<file path="config.mk">
export PLATFORM = sky130hd
export DESIGN_NAME = stq_cell
export DESIGN_NICKNAME = d
export VERILOG_FILES = /design/src/rtl/core/stq_pkg.sv /design/src/rtl/core/stq_cell.sv
export SDC_FILE = /design/constraint.sdc
export NUM_CORES = 1
export LEC_CHECK = 0
export ABC_CLOCK_PERIOD_IN_PS = 1800
export BUFFER_PORTS_ARGS = -buffer_cell sky130_fd_sc_hd__buf_2
export CORE_MARGIN = 8
export CORE_UTILIZATION = 39
export CTS_BUF_LIST = sky130_fd_sc_hd__clkbuf_8
export DETAILED_ROUTE_END_ITERATION = 7
export GPL_TIMING_DRIVEN = 0
export PLACE_DENSITY = 0.77
export SLEW_MARGIN = 0
export SYNTH_ARGS = -nofsm -noshare
export SYNTH_HDL_FRONTEND = slang
export SYNTH_SLANG_ARGS = --single-unit
</file>
<file path="constraint.sdc">
create_clock -name clk -period 1.8 [get_ports clk]
set_clock_uncertainty 0.05 [all_clocks]
set_input_delay 0.09 -clock clk [delete_from_list [all_inputs] [get_ports clk]]
set_output_delay 0.09 -clock clk [all_outputs]
set_load 0.05 [all_outputs]
</file>
<file path="src/rtl/core/stq_pkg.sv">
// Package for the session table: sizes, operation and status codes,
// register indexes and the slot record type. No dependencies.
package stq_pkg;

  localparam int SLOTS  = 64;
  localparam int OWNERS = 1024;
  localparam int IDX_W  = $clog2(SLOTS);
  localparam int OWN_AW = $clog2(OWNERS);
  localparam int CNT_W  = 7;

  localparam logic [2:0] OP_LOGIN     = 3'd0;
  localparam logic [2:0] OP_LOGOUT    = 3'd1;
  localparam logic [2:0] OP_DROP      = 3'd2;
  localparam logic [2:0] OP_GET_OWNER = 3'd3;
  localparam logic [2:0] OP_GET_LANG  = 3'd4;
  localparam logic [2:0] OP_TICK      = 3'd5;

  localparam logic [2:0] ST_OK        = 3'd0;
  localparam logic [2:0] ST_TOTAL     = 3'd1;
  localparam logic [2:0] ST_OWNER     = 3'd2;
  localparam logic [2:0] ST_COLL      = 3'd3;
  localparam logic [2:0] ST_NOT_FOUND = 3'd4;
  localparam logic [2:0] ST_COUNT     = 3'd5;

  localparam logic [1:0] CFG_MAX_TOTAL = 2'd0;
  localparam logic [1:0] CFG_MAX_OWNER = 2'd1;
  localparam logic [1:0] CFG_TIMEOUT   = 2'd2;

  typedef struct packed {
    logic        valid;
    logic [31:0] id;
    logic [9:0]  owner;
    logic [7:0]  lang;
    logic [31:0] stamp;
  } slot_t;

endpackage

</file>
<file path="src/rtl/core/stq_cell.sv">
// One slot of the rotating session ring: takes its neighbour's record on
// a step, or a new record on a load. Depends on stq_pkg.
module stq_cell (
  input  logic          clk,
  input  logic          rst_n,
  input  logic          step,
  input  stq_pkg::slot_t nbr,
  input  logic          ld,
  input  stq_pkg::slot_t ld_data,
  output stq_pkg::slot_t q
);
  import stq_pkg::*;

  logic  valid_r;
  slot_t body_r;

  always_ff @(posedge clk) begin
    if (!rst_n) begin
      valid_r <= 1'b0;
    end else if (step) begin
      valid_r <= nbr.valid;
    end else if (ld) begin
      valid_r <= ld_data.valid;
    end
  end

  always_ff @(posedge clk) begin
    if (step) begin
      body_r <= nbr;
    end else if (ld) begin
      body_r <= ld_data;
    end
  end

  always_comb begin
    q       = body_r;
    q.valid = valid_r;
  end

endmodule

</file>
==> results.yml, run 1 <==
yosys:
  synth_seq_cells: 83
  avgSynthCellArea_um2: 20.7
  synth_top_family_by_area: "multiplexers"
  synth_mux_area_frac: 0.301
  ys_seq_area_frac: 0.670
  yosys.area_share.adder: 0
  yosys.area_share.simple: 0.00338
  synth_xor_xnor_area_share: 0
  syn_area_mm2: 0.00371
  synth_cells: 179
  syn_nets: 349
  synth_compound_area_frac: 0.00270
  yosys_warnings: 0
  ys_types: 10
floorplan:
  row_count: 35
  ios: 253
  floorplan.initialDensity: 0.401
  fp.dieH_um: 113
  die_w_um: 113
place:
  gp_congestion: 0.772
  hpwl_um: 8300
  numPortBuffers: 251
  dpl_cell_area_mm2: 0.00513
cts:
  cts.path.max_buffers: 2
  cts_root_buf: "clkbuf_8"
  hold_buffers: 116
  cts_resized: 0
  cts.sinks: 83
  cts_setup_buffers: 0
  numCtsBuffers: 9
  h-tree-depth: 3
outcome:
  lastStage: "4_1_cts"
  error_line: "[ERROR RSZ-0060] Max buffer count reached."
  status: "stopped before the end"
-- metrics by stage --
stage / setup slack (ns) / cells / hold slack, ns
2_1_floorplan: 0.266 / 179 / 0.173
3_3_place_gp: -0.0731 / 559 / 0.267
3_5_place_dp: -0.104 / 559 / 0.275
-- synth_stat cells --
cell | number | area, um2
mux2_2 | 35 | 394
dfxtp_1 | 1 | 20.0
buf_4 | 2 | 15.0
buf_2 | 3 | 15.0
or2_2 | 1 | 6.26
buf_6 | 5 | 56.3
mux2_4 | 48 | 721
edfxtp_1 | 82 | 2460
o211a_1 | 1 | 10.0
nand2b_1 | 1 | 6.26
-- logic make-up after synthesis --
group                  Yosys count
buffers and inverters           10
multiplexers                    83
AO/OA/AOI/OAI                    1
AND/OR/NAND/NOR                  2
flip-flops                      83
==> run 2, diff against run 1 <==
ABC_CLOCK_PERIOD_IN_PS = 2300   (was 1800)
CORE_UTILIZATION = 30   (was 39)
CTS_BUF_LIST = default   (was sky130_fd_sc_hd__clkbuf_8)
PLACE_DENSITY = default   (was 0.77)
PLACE_DENSITY_LB_ADDON = 0.15   (was default)
clock period = 2.3 ns   (was 1.8 ns; I/O delays follow)
==> results.yml, run 2 <==
global_routing:
  grt_pass1_vias: 2899
  grt_pass1_wl_um: 15900
  antenna_found_initial: 0
  grt_usage: 0.128
  grt-ovfl-total: 0
  grt_max_degree: 43
power_and_ir_drop:
  total_power_uw: 4300
  leakage_uw: 0.00257
  peakVddDrop_mv: 0.364
  p_per_area_mw_per_mm2: 788
yosys:
  synth_edf_count: 82
  synth.most_common_cell: "edfxtp_1"
  synth_top_area_share: 0.664
  synth_seq_cells: 83
  synth_common_cells: "edfxtp_1 (82), mux2_4 (48), mux2_2 (35)"
  async_reset_ff_frac: 0
  synth_ff_type: "edfxtp_1"
  synth_cells: 179
  synth_top_area_cell: "edfxtp_1"
  ys_seq_area_frac: 0.670
  syn_nets: 349
  syn_area_mm2: 0.00371
  ys_types: 10
  yosys_warnings: 0
  synth_area_leaders: "edfxtp_1 (66%), mux2_4 (19%), mux2_2 (11%), buf_6 (1.5%), dfxtp_1 (0.54%)"
  avgSynthCellArea_um2: 20.7
worst_setup_path:
  worst_ep_arrival_time_ns: 1.38
  cp-start-kind: "input port"
  worst-path-buf-inv: 3
  crit_chain: "buf_4 -> buf_6 -> or2_4 -> buf_12"
  slowest_stage: "or2_4"
  setup.worst_path.start: "step"
  required_ns: 2.27
  rr_startpoint: "valid_r"
  critPathCaptureType: "flip-flop"
  critPathMaxStageDelay_ns: 0.52
  crit_family: "buffers and inverters"
  crit_path_max_fanout: 42
  worst-setup-path-type: "in -> reg"
place:
  dpl_cell_area_mm2: 0.00519
  numPortBuffers: 251
  hpwl_um: 8640
  dp_cells: 599
  gp_congestion: 0.806
floorplan:
  core_mm2: 0.0121
  floorplan.initialDensity: 0.307
  ios: 253
  die_area_mm2: 0.0162
  row_count: 40
  fp.dieH_um: 127
  die_w_um: 127
drt:
  ant_nets: 0
  drt-pass1-iter-count: 4
  finalWirelength_um: 10500
  vias_per_cell: 4.17
  wl_per_cell_um: 17.0
  drt_iter0_drc: 100
  vias: 2566
  post-route-drc-count: 0
cts:
  cts.sinks: 83
  clk_latency_ns: 0.33
  path_clk_slew_ns: 0.06
  hold_buffers: 1
  cts_root_buf: "clkbuf_16"
  cts_resized: 0
  cts.path.max_buffers: 2
  cts_setup_buffers: 0
  numCtsBuffers: 9
  cts_tree: "built"
  h-tree-depth: 3
finish:
  n_antenna_cell: 0
  fin_area_mm2: 0.00546
  nets: 613
  drive_above_1_share: 0.797
  fin_cells: 616
  final_common_cell: "buf_2"
  largest_reg_flops: 82
  area_delta_synth_final_pct: 47.3
  layout_common_cells: "buf_2 (254), edfxtp_1 (82), mux2_4 (48), mux2_2 (35), clkbuf_16 (9)"
worst_hold_path:
  min_from: "nbr[56]"
  worstHoldPathType: "in -> reg"
timing:
  tightest_slew_ns: 0.601
  whs_ns: 0.0306
  drv_slew: 0
  period_share: 0.614
  relSlewSlack: 0.599
  fmax_mhz: 708
  finalSetupViolations: 0
  fin_setup_tns_ns: 0
  timing.final.crit_period_ns: 1.41
  hold_viol: 0
  rsz0062_at_grt: "no"
outcome:
  status: "finished, final reports clean"
run:
  maxCapViolations: 0
[run 2: logic make-up (layout without fill, tap and decap cells)]
| logic type | Yosys count | in the layout | synth area share |
|---|---|---|---|
| DFF | 83 | 83 | 0.670 |
| AOI/OAI and AO/OA | 1 | 1 | 0.00270 |
| buffers and inverters | 10 | 279 | 0.0233 |
| and+or+nand+nor | 2 | 2 | 0.00338 |
| muxes | 83 | 83 | 0.301 |
[run 2: path summary, 6_finish.rpt]
kind	cells after the start	endpoint	slack, ns
max	4	q[29]	0.89
min	2	q[56]	0.03
max reg2reg	2	valid_r	1.39
min reg2reg	2	valid_r	0.58
[run 2: report_power, final]
group | leakage, uW | internal, uW | switching (uW)
Sequential | 0.000844 | 1850 | 36.8
Combinational | 0.00160 | 366 | 796
Clock | 0.000125 | 720 | 530
Total | 0.00257 | 2940 | 1360
[run 2: layout make-up]
class | instances | area [um2]
buffer | 10 | 86.3
clock buffer | 12 | 236
clock inverter | 4 | 17.5
fill | 1116 | 6600
multi-input combinational | 86 | 1140
sequential | 83 | 2480
tap | 168 | 210
timing repair buffer | 253 | 1290
[run 2: per-stage QoR]
stage | utilization | setup slack, ns
2_1_floorplan | - | 0.335
3_3_place_gp | 0.429 | -0.202
3_5_place_dp | 0.431 | 0.483
4_1_cts | 0.453 | 0.841
5_1_grt | 0.453 | 0.765
6_report | 0.453 | 0.887
[run 2: per-layer routing]
layer,up-vias,global-route usage,share of wire
li1,1228,-,-
met1,1158,0.136,0.39
met2,165,0.209,0.48
met3,15,0.0582,0.11
met4,0,0.0686,0.023
met5,-,0,0
(Power assumes the default switching activity.)
