$ cat config.mk
export PLATFORM = sky130hd
export DESIGN_NAME = stq_ram
export DESIGN_NICKNAME = d
export VERILOG_FILES = /design/src/rtl/core/stq_ram.sv
export SDC_FILE = /design/constraint.sdc
export NUM_CORES = 1
export LEC_CHECK = 0
export BUFFER_PORTS_ARGS = -buffer_cell sky130_fd_sc_hd__buf_2
export CORE_MARGIN = 10
export CORE_UTILIZATION = 40
export CTS_CLUSTER_DIAMETER = 200
export DETAILED_ROUTE_END_ITERATION = 7
export GPL_TIMING_DRIVEN = 0
export PLACE_DENSITY = 0.66
export RECOVER_POWER = 50
export SLEW_MARGIN = 20
export SYNTH_ARGS = -nofsm -noshare
export SYNTH_HDL_FRONTEND = slang
export SYNTH_SLANG_ARGS = --single-unit
$ cat constraint.sdc
create_clock -name clk -period 1.95 [get_ports clk]
set_input_delay 0.0975 -clock clk [delete_from_list [all_inputs] [get_ports clk]]
set_output_delay 0.0975 -clock clk [all_outputs]
set_load 0.05 [all_outputs]
$ cat src/rtl/core/stq_ram.sv
// Generic single-write, single-read RAM with registered read data.
// No dependencies.
module stq_ram #(
  parameter int W = 8,
  parameter int D = 16
) (
  input  logic                 clk,
  input  logic                 we,
  input  logic [$clog2(D)-1:0] waddr,
  input  logic [W-1:0]         wdata,
  input  logic [$clog2(D)-1:0] raddr,
  output logic [W-1:0]         rdata
);

  logic [W-1:0] mem [D];
  logic [W-1:0] rdata_r;

  always_ff @(posedge clk) begin
    if (we) begin
      mem[waddr] <= wdata;
    end
    rdata_r <= mem[raddr];
  end

  assign rdata = rdata_r;

endmodule

# Word-level counts from Yosys, hierarchy flattened
# Memories as Yosys holds them, arrays and structs flattened. A register that Yosys moved wholly into a read port is not among the register bits.
# Cells that the tools add are included.
[totals]
register_bits = 0
latch_bits = 0
mem_bits_rw = 128
rom_bits = 0
in_bits = 18
out_inout_bits = 8
elab_cells = 3
n_memories = 1
[op_classes]
add_sub_neg = 0
mul = 0
n_div = 0
magnitude_cmp = 0
eq_ne = 0
shift = 0
muxes = 2
bitwise = 0
reduce_logical = 0
[mem_list]
columns = ["name", "words", "width", "rd", "rd_ports_with_merged_regs", "write_ports", "line_no", "text"]
rows = [
  ["mem", 16, 8, 1, 1, 1, "15", "logic [W-1:0] mem [D];"],
]
[op_table]
columns = ["operator", "n"]
rows = [
  ["1-bit two-way mux", 2],
]

# Depth between registers and ports, before layout
# Gate-level depths: netlist (run 1).
[logic_depth]
ltp_word = 2
mapped_depth = 5
depth_no_buf = 3

# Worst setup path before layout (run 1)
# OpenSTA, ideal clock, no wires.
[synth_path]
kind = "input port to flip-flop"
startpoint = "input port waddr[2]"
endpoint = "memory mem[0][0], enable pin"
setup_ps = 383
t_arrival_ps = 1207
t_required_ps = 1567
slack_ps = 360
path_stages = 2
path_buffers = 0
path_cell_list = "or3b_2 nor3_1"
[synth_lines]
columns = ["item", "line_no", "text"]
rows = [
  ["start: declaration", "9", "input logic [$clog2(D)-1:0] waddr,"],
  ["end: declaration", "15", ""],
]
# Straight into the memory's write port.

==> impl_metrics.yaml, run 1 <==
timing:
  finalHoldViolations: 0
  worstMarginPinSlew_ns: 1.20
  relSlewSlack_pct: 19.6
  finalMaxSlewViolations: 0
  min_period_over_period_pct: 74.6
  rsz0062_at_grt: "false"
  finalSetupViolations: 0
  period_needed_ns: 1.45
  fin_skew_ns: 0.00357
  fmax_mhz: 687
cts:
  cts_buffers: 17
  ctsHoldBuffers: 0
  clockRootBuffer: "clkbuf_16"
  tritoncts: "done"
  clock_path_buffers: 2
  cts_resized: 0
  clkTransAtPathRegs_ns: 0.06
  clk_latency_ns: 0.41
  cts_setup_buffers: 0
  h-tree-depth: 4
  numClockSinks: 136
min_path:
  hp-class: "in -> reg"
route:
  viasPerCell: 5.14
  routed_wl_um: 9920
  wl_per_cell_um: 21.7
  drtAntennaViolNets: 0
  drtPass1Iterations: 4
  drc_errors: 0
  vias: 2350
  drt_iter0_markers: 161
yosys:
  synth_area_um2: 5150
  syn_nets: 247
  ys_ff_latch: 136
  synth_cells: 229
  synth_area_leaders: "edfxtp_1 75%, mux4_2 7.9%, mux4_1 7.1%, dfxtp_1 3.1%, a22oi_1 2.3%"
  synth_top_cell_by_area: "edfxtp_1"
  synth_area_per_cell_um2: 22.5
  yosysWarnings: 0
  synth_top_area_share_pct: 74.7
  seq_area_frac_synth_pct: 77.8
  ys_types: 19
setup_path:
  crit_family: "multiplexers"
  cp-end-kind: "register"
  cp_slowest_stage_delay_ns: 0.55
  slowest_stage: "mux4_1"
  cp-start-kind: "register"
  path_buf_inv: 0
  critPathArrivalTime_ns: 1.75
  worstPathMaxFanout: 1
  path_class: "reg -> reg"
  crit_chain: "mux4_1 -> a22oi_1 -> nand2_1"
  required_ns: 2.24
global_route:
  grt_pass1_wl_um: 15300
  grt_max_degree: 17
  grt_pass1_vias: 2543
  grtUsageTotal_pct: 11.9
  grt.overflow.total: 0
  antenna_found_initial: 0
cells_and_area:
  layout_commonest_cell: "edfxtp_1"
  final_util_pct: 48.6
  finalNonFillerCells: 457
  n_fill_cell: 1076
  drive_gt1_share_pct: 27.4
  final_cell_mix: "128 x edfxtp_1, 18 x buf_2, 18 x mux4_2"
  diodes: 0
  area_growth_pct: 19.1
  fin_nets: 290
outcome:
  status: "finished clean"
place:
  placed_cells: 425
  place_congestion: 0.713
  port_buffers: 24
  hpwl_um: 6350
power_and_ir_drop:
  clkPwrFrac_pct: 48.4
  pwr_density_cell_nw_per_um2: 1160
  total_power_uw: 7090
  switchingPower_uw: 1400
  p_leak_uw: 0.00203
  internal_power_uw: 5690
  max-vdd-ir-drop_v: 0.000910
  switching_share_pct: 19.8
  seqPwrFrac_pct: 46.3
  power_frac_comb_pct: 5.3
floorplan:
  core_area_um2: 12600
  die-area_um2: 17800
  initial_core_util_pct: 40.8
  rows: 41
  dieWidth_um: 133
  die_y_um: 133
  io_pins: 26
run:
  maxCapViolCount: 0
-- power groups by stage --
stage | registers, uW | logic (uW) | clock network, uW
2_1_floorplan | 3410 | 166 | 0
3_3_place_gp | 3340 | 376 | 0
3_5_place_dp | 3340 | 384 | 0
4_1_cts | 3280 | 385 | 3470
5_1_grt | 3290 | 405 | 3590
6_report | 3280 | 374 | 3430
-- cell type report --
cell class	count	area [um2]	share of cell area, %
Sequential cell	136	4000	65.3
Timing Repair Buffer	24	109	1.78
Tap cell	172	215	3.51
Buffer	10	86.3	1.41
Multi-Input combinational cell	83	1070	17.5
Clock inverter	13	201	3.29
Clock buffer	19	443	7.22
-- worst reg2reg max path, delay by kind of cell (launching register included) --
family	cells	cell delay, ns
muxes	1	0.55
DFF	1	0.37
AOI/OAI and AO/OA	1	0.32
and+or+nand+nor	1	0.09
-- synth_stat cells, drive strengths merged --
| cell type | number |
|---|---|
| edfxtp | 128 |
| mux4 | 32 |
| a22oi | 16 |
| nor2 | 13 |
| nand2 | 9 |
| dfxtp | 8 |
| buf | 7 |
| nor3 | 4 |
| clkdlybuf4s25 | 3 |
| nand2b | 2 |
| nand3b | 2 |
| and2 | 1 |
| and2b | 1 |
| nand3 | 1 |
| nor2b | 1 |
| or3b | 1 |
-- worst paths after layout --
path                            startpoint  slack [ns]  cells after the start   endpoint
worst max-delay path             mem[5][0]        0.50                      3   rdata[0]
worst min-delay path              waddr[0]        0.18                      2  mem[4][0]
worst max register to register   mem[5][0]        0.50                      3   rdata[0]
worst min register to register  mem[11][1]        0.68                      3   rdata[1]
-- layer usage --
layer,GRT usage [%],share of wire [%]
met1,15.1,45
met2,18.2,49
met3,3.20,3.5
met4,6.23,2.0
met5,0,0
-- registers in the layout, summed over array words and instances (netlist names) --
register and count:
rdata 8, mem 128
-- cell families after synthesis --
group                  synth area share, %
AO/OA/AOI/OAI                         2.33
buffers and inverters                 1.68
multiplexers                          15.0
flip-flops                            77.8
AND/OR/NAND/NOR                       3.18
-- stage by stage --
step | hold WS (ns) | setup slack [ns] | TNS (ns) | cell area, um2
2_1_floorplan | 0.196 | 0.360 | 0 | 5150
3_3_place_gp | 0.499 | -0.298 | -2.38 | 5480
3_5_place_dp | 0.509 | 0.0606 | 0 | 5500
4_1_cts | 0.0733 | 0.485 | 0 | 6150
5_1_grt | 0.200 | 0.414 | 0 | 6130
6_report | 0.183 | 0.495 | 0 | 6130
Note: power is estimated with default switching activity, not from simulation.
==> run 2, diff against run 1 <==
--- a/config.mk
+++ b/config.mk
@@ -11,7 +11,7 @@
 export CTS_CLUSTER_DIAMETER = 200
 export DETAILED_ROUTE_END_ITERATION = 7
 export GPL_TIMING_DRIVEN = 0
-export PLACE_DENSITY = 0.66
+export PLACE_DENSITY = 0.68
 export RECOVER_POWER = 50
 export SLEW_MARGIN = 20
 export SYNTH_ARGS = -nofsm -noshare
==> constraint.sdc (replaced) <==
create_clock -name clk -period 1.3 [get_ports clk]
set_input_delay 0.065 -clock clk [delete_from_list [all_inputs] [get_ports clk]]
set_output_delay 0.065 -clock clk [all_outputs]
set_load 0.05 [all_outputs]
==> run 2 against run 1 <==
- critical path depth is the same
- worst hold slack worse by 0.020 ns
- the flow now finishes with violations (negative setup slack)
- critical endpoint unchanged
- wire length grew 2.6%
- highest routed layer unchanged
==> impl_metrics.yaml, run 2 (synthesized netlist as in run 1, its figures left out) <==
outcome:
  status: "finished with violations"
  violations: "negative setup slack"
place:
  dpl_worst_slack_ns: -0.480
  place_congestion: 0.728
  placed_area_um2: 5500
  hpwl_um: 6450
  port_buffers: 24
route:
  drt_iter0_markers: 301
  wl_per_cell_um: 22.3
  routed_wl_um: 10200
  drtPass1Iterations: 4
  vias: 2394
  drtAntennaViolNets: 0
  drc_errors: 0
  viasPerCell: 5.24
cts:
  cts_buffers: 17
  tritoncts: "done"
  cts_setup_buffers: 0
  clockRootBuffer: "clkbuf_16"
  clock_path_buffers: 2
  clk_latency_ns: 0.41
  numClockSinks: 136
  ctsHoldBuffers: 0
  clkTransAtPathRegs_ns: 0.06
  h-tree-depth: 4
timing:
  fin_skew_ns: 0.0100
  period_needed_ns: 1.31
  rsz0062_at_grt: "true"
  setup_slack_ns: -0.0131
  min_period_over_period_pct: 101
  finalSetupViolations: 2
  relSlewSlack_pct: 40.3
  finalHoldViolations: 0
  worstMarginPinSlew_ns: 0.893
  fmax_mhz: 762
  hold_slack_ns: 0.162
  finalMaxSlewViolations: 0
setup_path:
  critPathArrivalTime_ns: 1.59
  rrSetupSlack_ns: -0.01
  startpoint: "mem[8][0]"
  reg2reg_to: "rdata[0]"
  worstPathMaxFanout: 1
  r2r-start: "mem[8][0]"
  required_ns: 1.57
  cp-end-kind: "register"
  reg2reg_depth: 3
  cp-start-kind: "register"
  path_class: "reg -> reg"
cells_and_area:
  largest_reg_flops: 128
  fin_nets: 290
  area_growth_pct: 19.8
  finalInstanceArea_um2: 6160
  final_cell_mix: "128 x edfxtp_1, 28 x mux4_2, 18 x buf_2"
  diodes: 0
  top_register: "mem"
  layout_commonest_cell: "edfxtp_1"
  drive_gt1_share_pct: 36.1
  n_fill_cell: 1038
global_route:
  antenna_found_initial: 0
  grtUsageTotal_pct: 11.9
  grt_pass1_wl_um: 15600
  grt_pass1_vias: 2581
  grt_max_degree: 17
  grt.overflow.total: 0
floorplan:
  die-area_um2: 17800
  rows: 41
  die_y_um: 133
  core_area_um2: 12600
  dieWidth_um: 133
  initial_core_util_pct: 40.8
  io_pins: 26
min_path:
  hold_depth: 4
  min_from: "raddr[1]"
  hold_end: "rdata[7]"
  hp-class: "in -> reg"
power_and_ir_drop:
  max-vdd-ir-drop_v: 0.000784
  pwr_density_cell_nw_per_um2: 1710
  p_leak_uw: 0.00198
run:
  maxCapViolCount: 0
## run 2: cell count changes in the layout (fill, tap and decap cells not counted), sizes merged
cell | previous run | this run
bufinv | 5 | 4
clkinvlp | 3 | 4
clkinv | 5 | 2
inv | 0 | 1
clkbuf | 28 | 30
## run 2: how the worst max path moves through the flow
stage,end,cells after the start,slack [ns]
after floorplan,mem[3][0],2,-0.03
after global placement,mem[8][1],3,-0.54
after detailed placement,mem[2][3],3,-0.48
after CTS,rdata[4],3,0.001
after global routing,rdata[5],3,-0.04
final,rdata[0],3,-0.01
## run 2: timing repair
item	4_1_cts	5_1_grt
pin swaps	5	5
setup endpoints to repair	31	8
resized for setup	15	12
## run 2: area by class of cell
type / count / area, um2 / share of cell area (%)
clock inverter: 11 / 171 / 2.78
sequential: 136 / 4000 / 64.9
multi-input combinational: 83 / 1120 / 18.1
tap: 172 / 215 / 3.49
buffer: 10 / 86.3 / 1.40
clock buffer: 21 / 460 / 7.47
timing repair buffer: 24 / 109 / 1.77
## run 2: metal layers
metal | vias up | global-route usage [%] | routed length, um
met5 | - | 0 | 0
met1 | 1241 | 16.2 | 4530
met4 | 0 | 4.05 | 85
li1 | 1048 | - | -
met3 | 7 | 4.59 | 832
met2 | 98 | 17.1 | 4730
## run 2: power breakdown
group / switching [uW] / total, uW / internal (uW)
combinational: 397 / 605 / 208
sequential: 23.8 / 4930 / 4910
clock: 1720 / 5030 / 3310
total: 2140 / 10600 / 8430
## run 2: worst max-delay path, stage by stage (launching register included)
cell      delay (ns)
edfxtp_1        0.38
mux4_2          0.48
a22oi_2         0.21
nand2_1         0.10
## run 2: through the flow
stage          instances  setup TNS (ns)  power, uW  utilization, %
5_1_grt              457          -0.141      10900            48.8
4_1_cts              457               0      10600            48.9
3_3_place_gp         425          -35.71       5570            43.5
2_1_floorplan        229          -0.863       5370               -
6_report             457         -0.0133      10600            48.8
3_5_place_dp         425          -29.66       5590            43.6
==> run 3, diff against run 2 <==
--- a/config.mk
+++ b/config.mk
@@ -6,13 +6,14 @@
 export NUM_CORES = 1
 export LEC_CHECK = 0
 export BUFFER_PORTS_ARGS = -buffer_cell sky130_fd_sc_hd__buf_2
+export CORE_ASPECT_RATIO = 1.1
 export CORE_MARGIN = 10
 export CORE_UTILIZATION = 40
 export CTS_CLUSTER_DIAMETER = 200
 export DETAILED_ROUTE_END_ITERATION = 7
 export GPL_TIMING_DRIVEN = 0
 export PLACE_DENSITY = 0.68
-export RECOVER_POWER = 50
+export RECOVER_POWER = 25
 export SLEW_MARGIN = 20
 export SYNTH_ARGS = -nofsm -noshare
 export SYNTH_HDL_FRONTEND = slang
==> run 3 against run 2 <==
- the run still ends with negative setup slack left
- clock-buffer cell count shrank 2
- first-iteration DRC count shrank 46%
- critical path depth is the same
- sequential power is essentially flat
- via count shrank 0.46%
- utilization shrank 0.68 points
- cell count shrank 3.3%
- wire length is essentially flat
- clock skew shrank 0.0022 ns
- register-to-register slack lost 0.02 ns
- worst hold slack lost 0.092 ns
- critical path type unchanged
- largest cell class unchanged
- highest routed layer unchanged
==> impl_metrics.yaml, run 3 (synthesized netlist as in run 1, its figures left out) <==
outcome:
  status: "finished with violations"
  violations: "negative setup slack"
timing:
  rsz0062_at_grt: "true"
  finalMaxSlewViolations: 0
  fmax_mhz: 752
  period_needed_ns: 1.33
  relSlewSlack_pct: 38.2
  min_period_over_period_pct: 102
  finalHoldViolations: 0
  worstMarginPinSlew_ns: 0.923
  setup_slack_ns: -0.0306
  fin_tns_setup_ns: -0.0619
  fin_skew_ns: 0.00778
  finalSetupViolations: 3
setup_path:
  crit_chain: "mux4_2 -> a22oi_2 -> nand2_1"
  cp_num_cells: 3
  crit_family: "multiplexers"
  critPathArrivalTime_ns: 1.62
  crit_end: "rdata[2]"
  required_ns: 1.59
  reg2reg_depth: 3
  cp_slowest_stage_delay_ns: 0.50
  startpoint: "mem[0][2]"
  slowest_stage: "mux4_2"
  cp-start-kind: "register"
  reg2reg_to: "rdata[2]"
  cp-end-kind: "register"
  rrSetupSlack_ns: -0.03
  path_buf_inv: 0
  r2r-start: "mem[0][2]"
  worstPathMaxFanout: 1
  path_class: "reg -> reg"
route:
  drt_iter0_markers: 164
  drc_errors: 0
  drtAntennaViolNets: 0
  drtPass1Iterations: 4
  wl_per_cell_um: 23.0
  viasPerCell: 5.39
  routed_wl_um: 10200
  vias: 2383
place:
  hpwl_um: 6480
  placed_cells: 410
  place_congestion: 0.798
  port_buffers: 24
  dpl_worst_slack_ns: -0.480
  placed_area_um2: 5480
cells_and_area:
  largest_reg_flops: 128
  top_register: "mem"
  n_fill_cell: 1041
  final_cell_mix: "128 x edfxtp_1, 27 x mux4_2, 20 x buf_2"
  diodes: 0
  finalNonFillerCells: 442
  seq_area_um2: 4000
  finalInstanceArea_um2: 6060
  layout_commonest_cell: "edfxtp_1"
  fin_nets: 290
  drive_gt1_share_pct: 36.1
  area_growth_pct: 17.8
  multi_input_area_um2: 1110
floorplan:
  io_pins: 26
  die_y_um: 139
  dieWidth_um: 128
  initial_core_util_pct: 40.9
  die-area_um2: 17800
  rows: 43
  core_area_um2: 12600
power_and_ir_drop:
  pwr_density_cell_nw_per_um2: 1640
  max-vdd-ir-drop_v: 0.000924
  total_power_uw: 9970
  p_leak_uw: 0.00194
cts:
  clockRootBuffer: "clkbuf_16"
  clock_path_buffers: 2
  ctsHoldBuffers: 0
  clkTransAtPathRegs_ns: 0.06
  cts_setup_buffers: 0
  h-tree-depth: 4
  numClockSinks: 136
  cts_buffers: 17
  clk_latency_ns: 0.41
  tritoncts: "done"
min_path:
  hp-class: "in -> reg"
global_route:
  grt_max_degree: 17
  grt_pass1_vias: 2542
  grt_pass1_wl_um: 15400
  grt.overflow.total: 0
  antenna_found_initial: 0
  grtUsageTotal_pct: 11.9
run:
  maxCapViolCount: 0
[run 3: final cells by class]
class | instances | share of cell area [%]
Multi-Input combinational cell | 83 | 18.3
Tap cell | 157 | 3.24
Buffer | 10 | 1.42
Sequential cell | 136 | 66.0
Timing Repair Buffer | 24 | 1.84
Clock inverter | 13 | 2.04
Clock buffer | 19 | 7.14
[run 3: stage by stage]
stage | hold WS [ns] | util [%]
CTS | 0.0299 | 48.2
detailed placement | 0.463 | 43.6
global route | 0.0795 | 48.2
floorplan | 0.164 | -
global placement | 0.452 | 43.4
finish | 0.0701 | 48.2
[run 3: power breakdown]
part	internal, uW	leakage [uW]	switching (uW)
Clock	2640	0.000252	1800
Sequential	4900	0.00122	24.0
Combinational	206	0.000469	395
[run 3: repair_timing]
item | 4_1_cts | 5_1_grt
pin swaps | 5 | 5
endpoints found under the setup margin | 19 | 16
hold endpoints to repair | 0 | 0
gates resized for setup | 18 | 6
[run 3: routing by layer]
| metal | vias up | GRT usage, % | share of wire (%) |
|---|---|---|---|
| met5 | - | 0 | 0 |
| met4 | 0 | 4.51 | 1.0 |
| met3 | 8 | 4.09 | 7.2 |
| met2 | 87 | 17.6 | 49 |
| met1 | 1238 | 15.8 | 43 |
| li1 | 1050 | - | - |
[run 3: how the worst min path moves through the flow]
stage	start	to	slack (ns)	depth (start not counted)
after CTS	wdata[5]	mem[7][5]	0.03	1
after detailed placement	wdata[5]	mem[7][5]	0.46	1
final	wdata[6]	mem[1][6]	0.07	1
after global placement	wdata[5]	mem[4][5]	0.45	1
after global routing	wdata[6]	mem[1][6]	0.08	1
after floorplan	wdata[0]	mem[0][0]	0.16	0
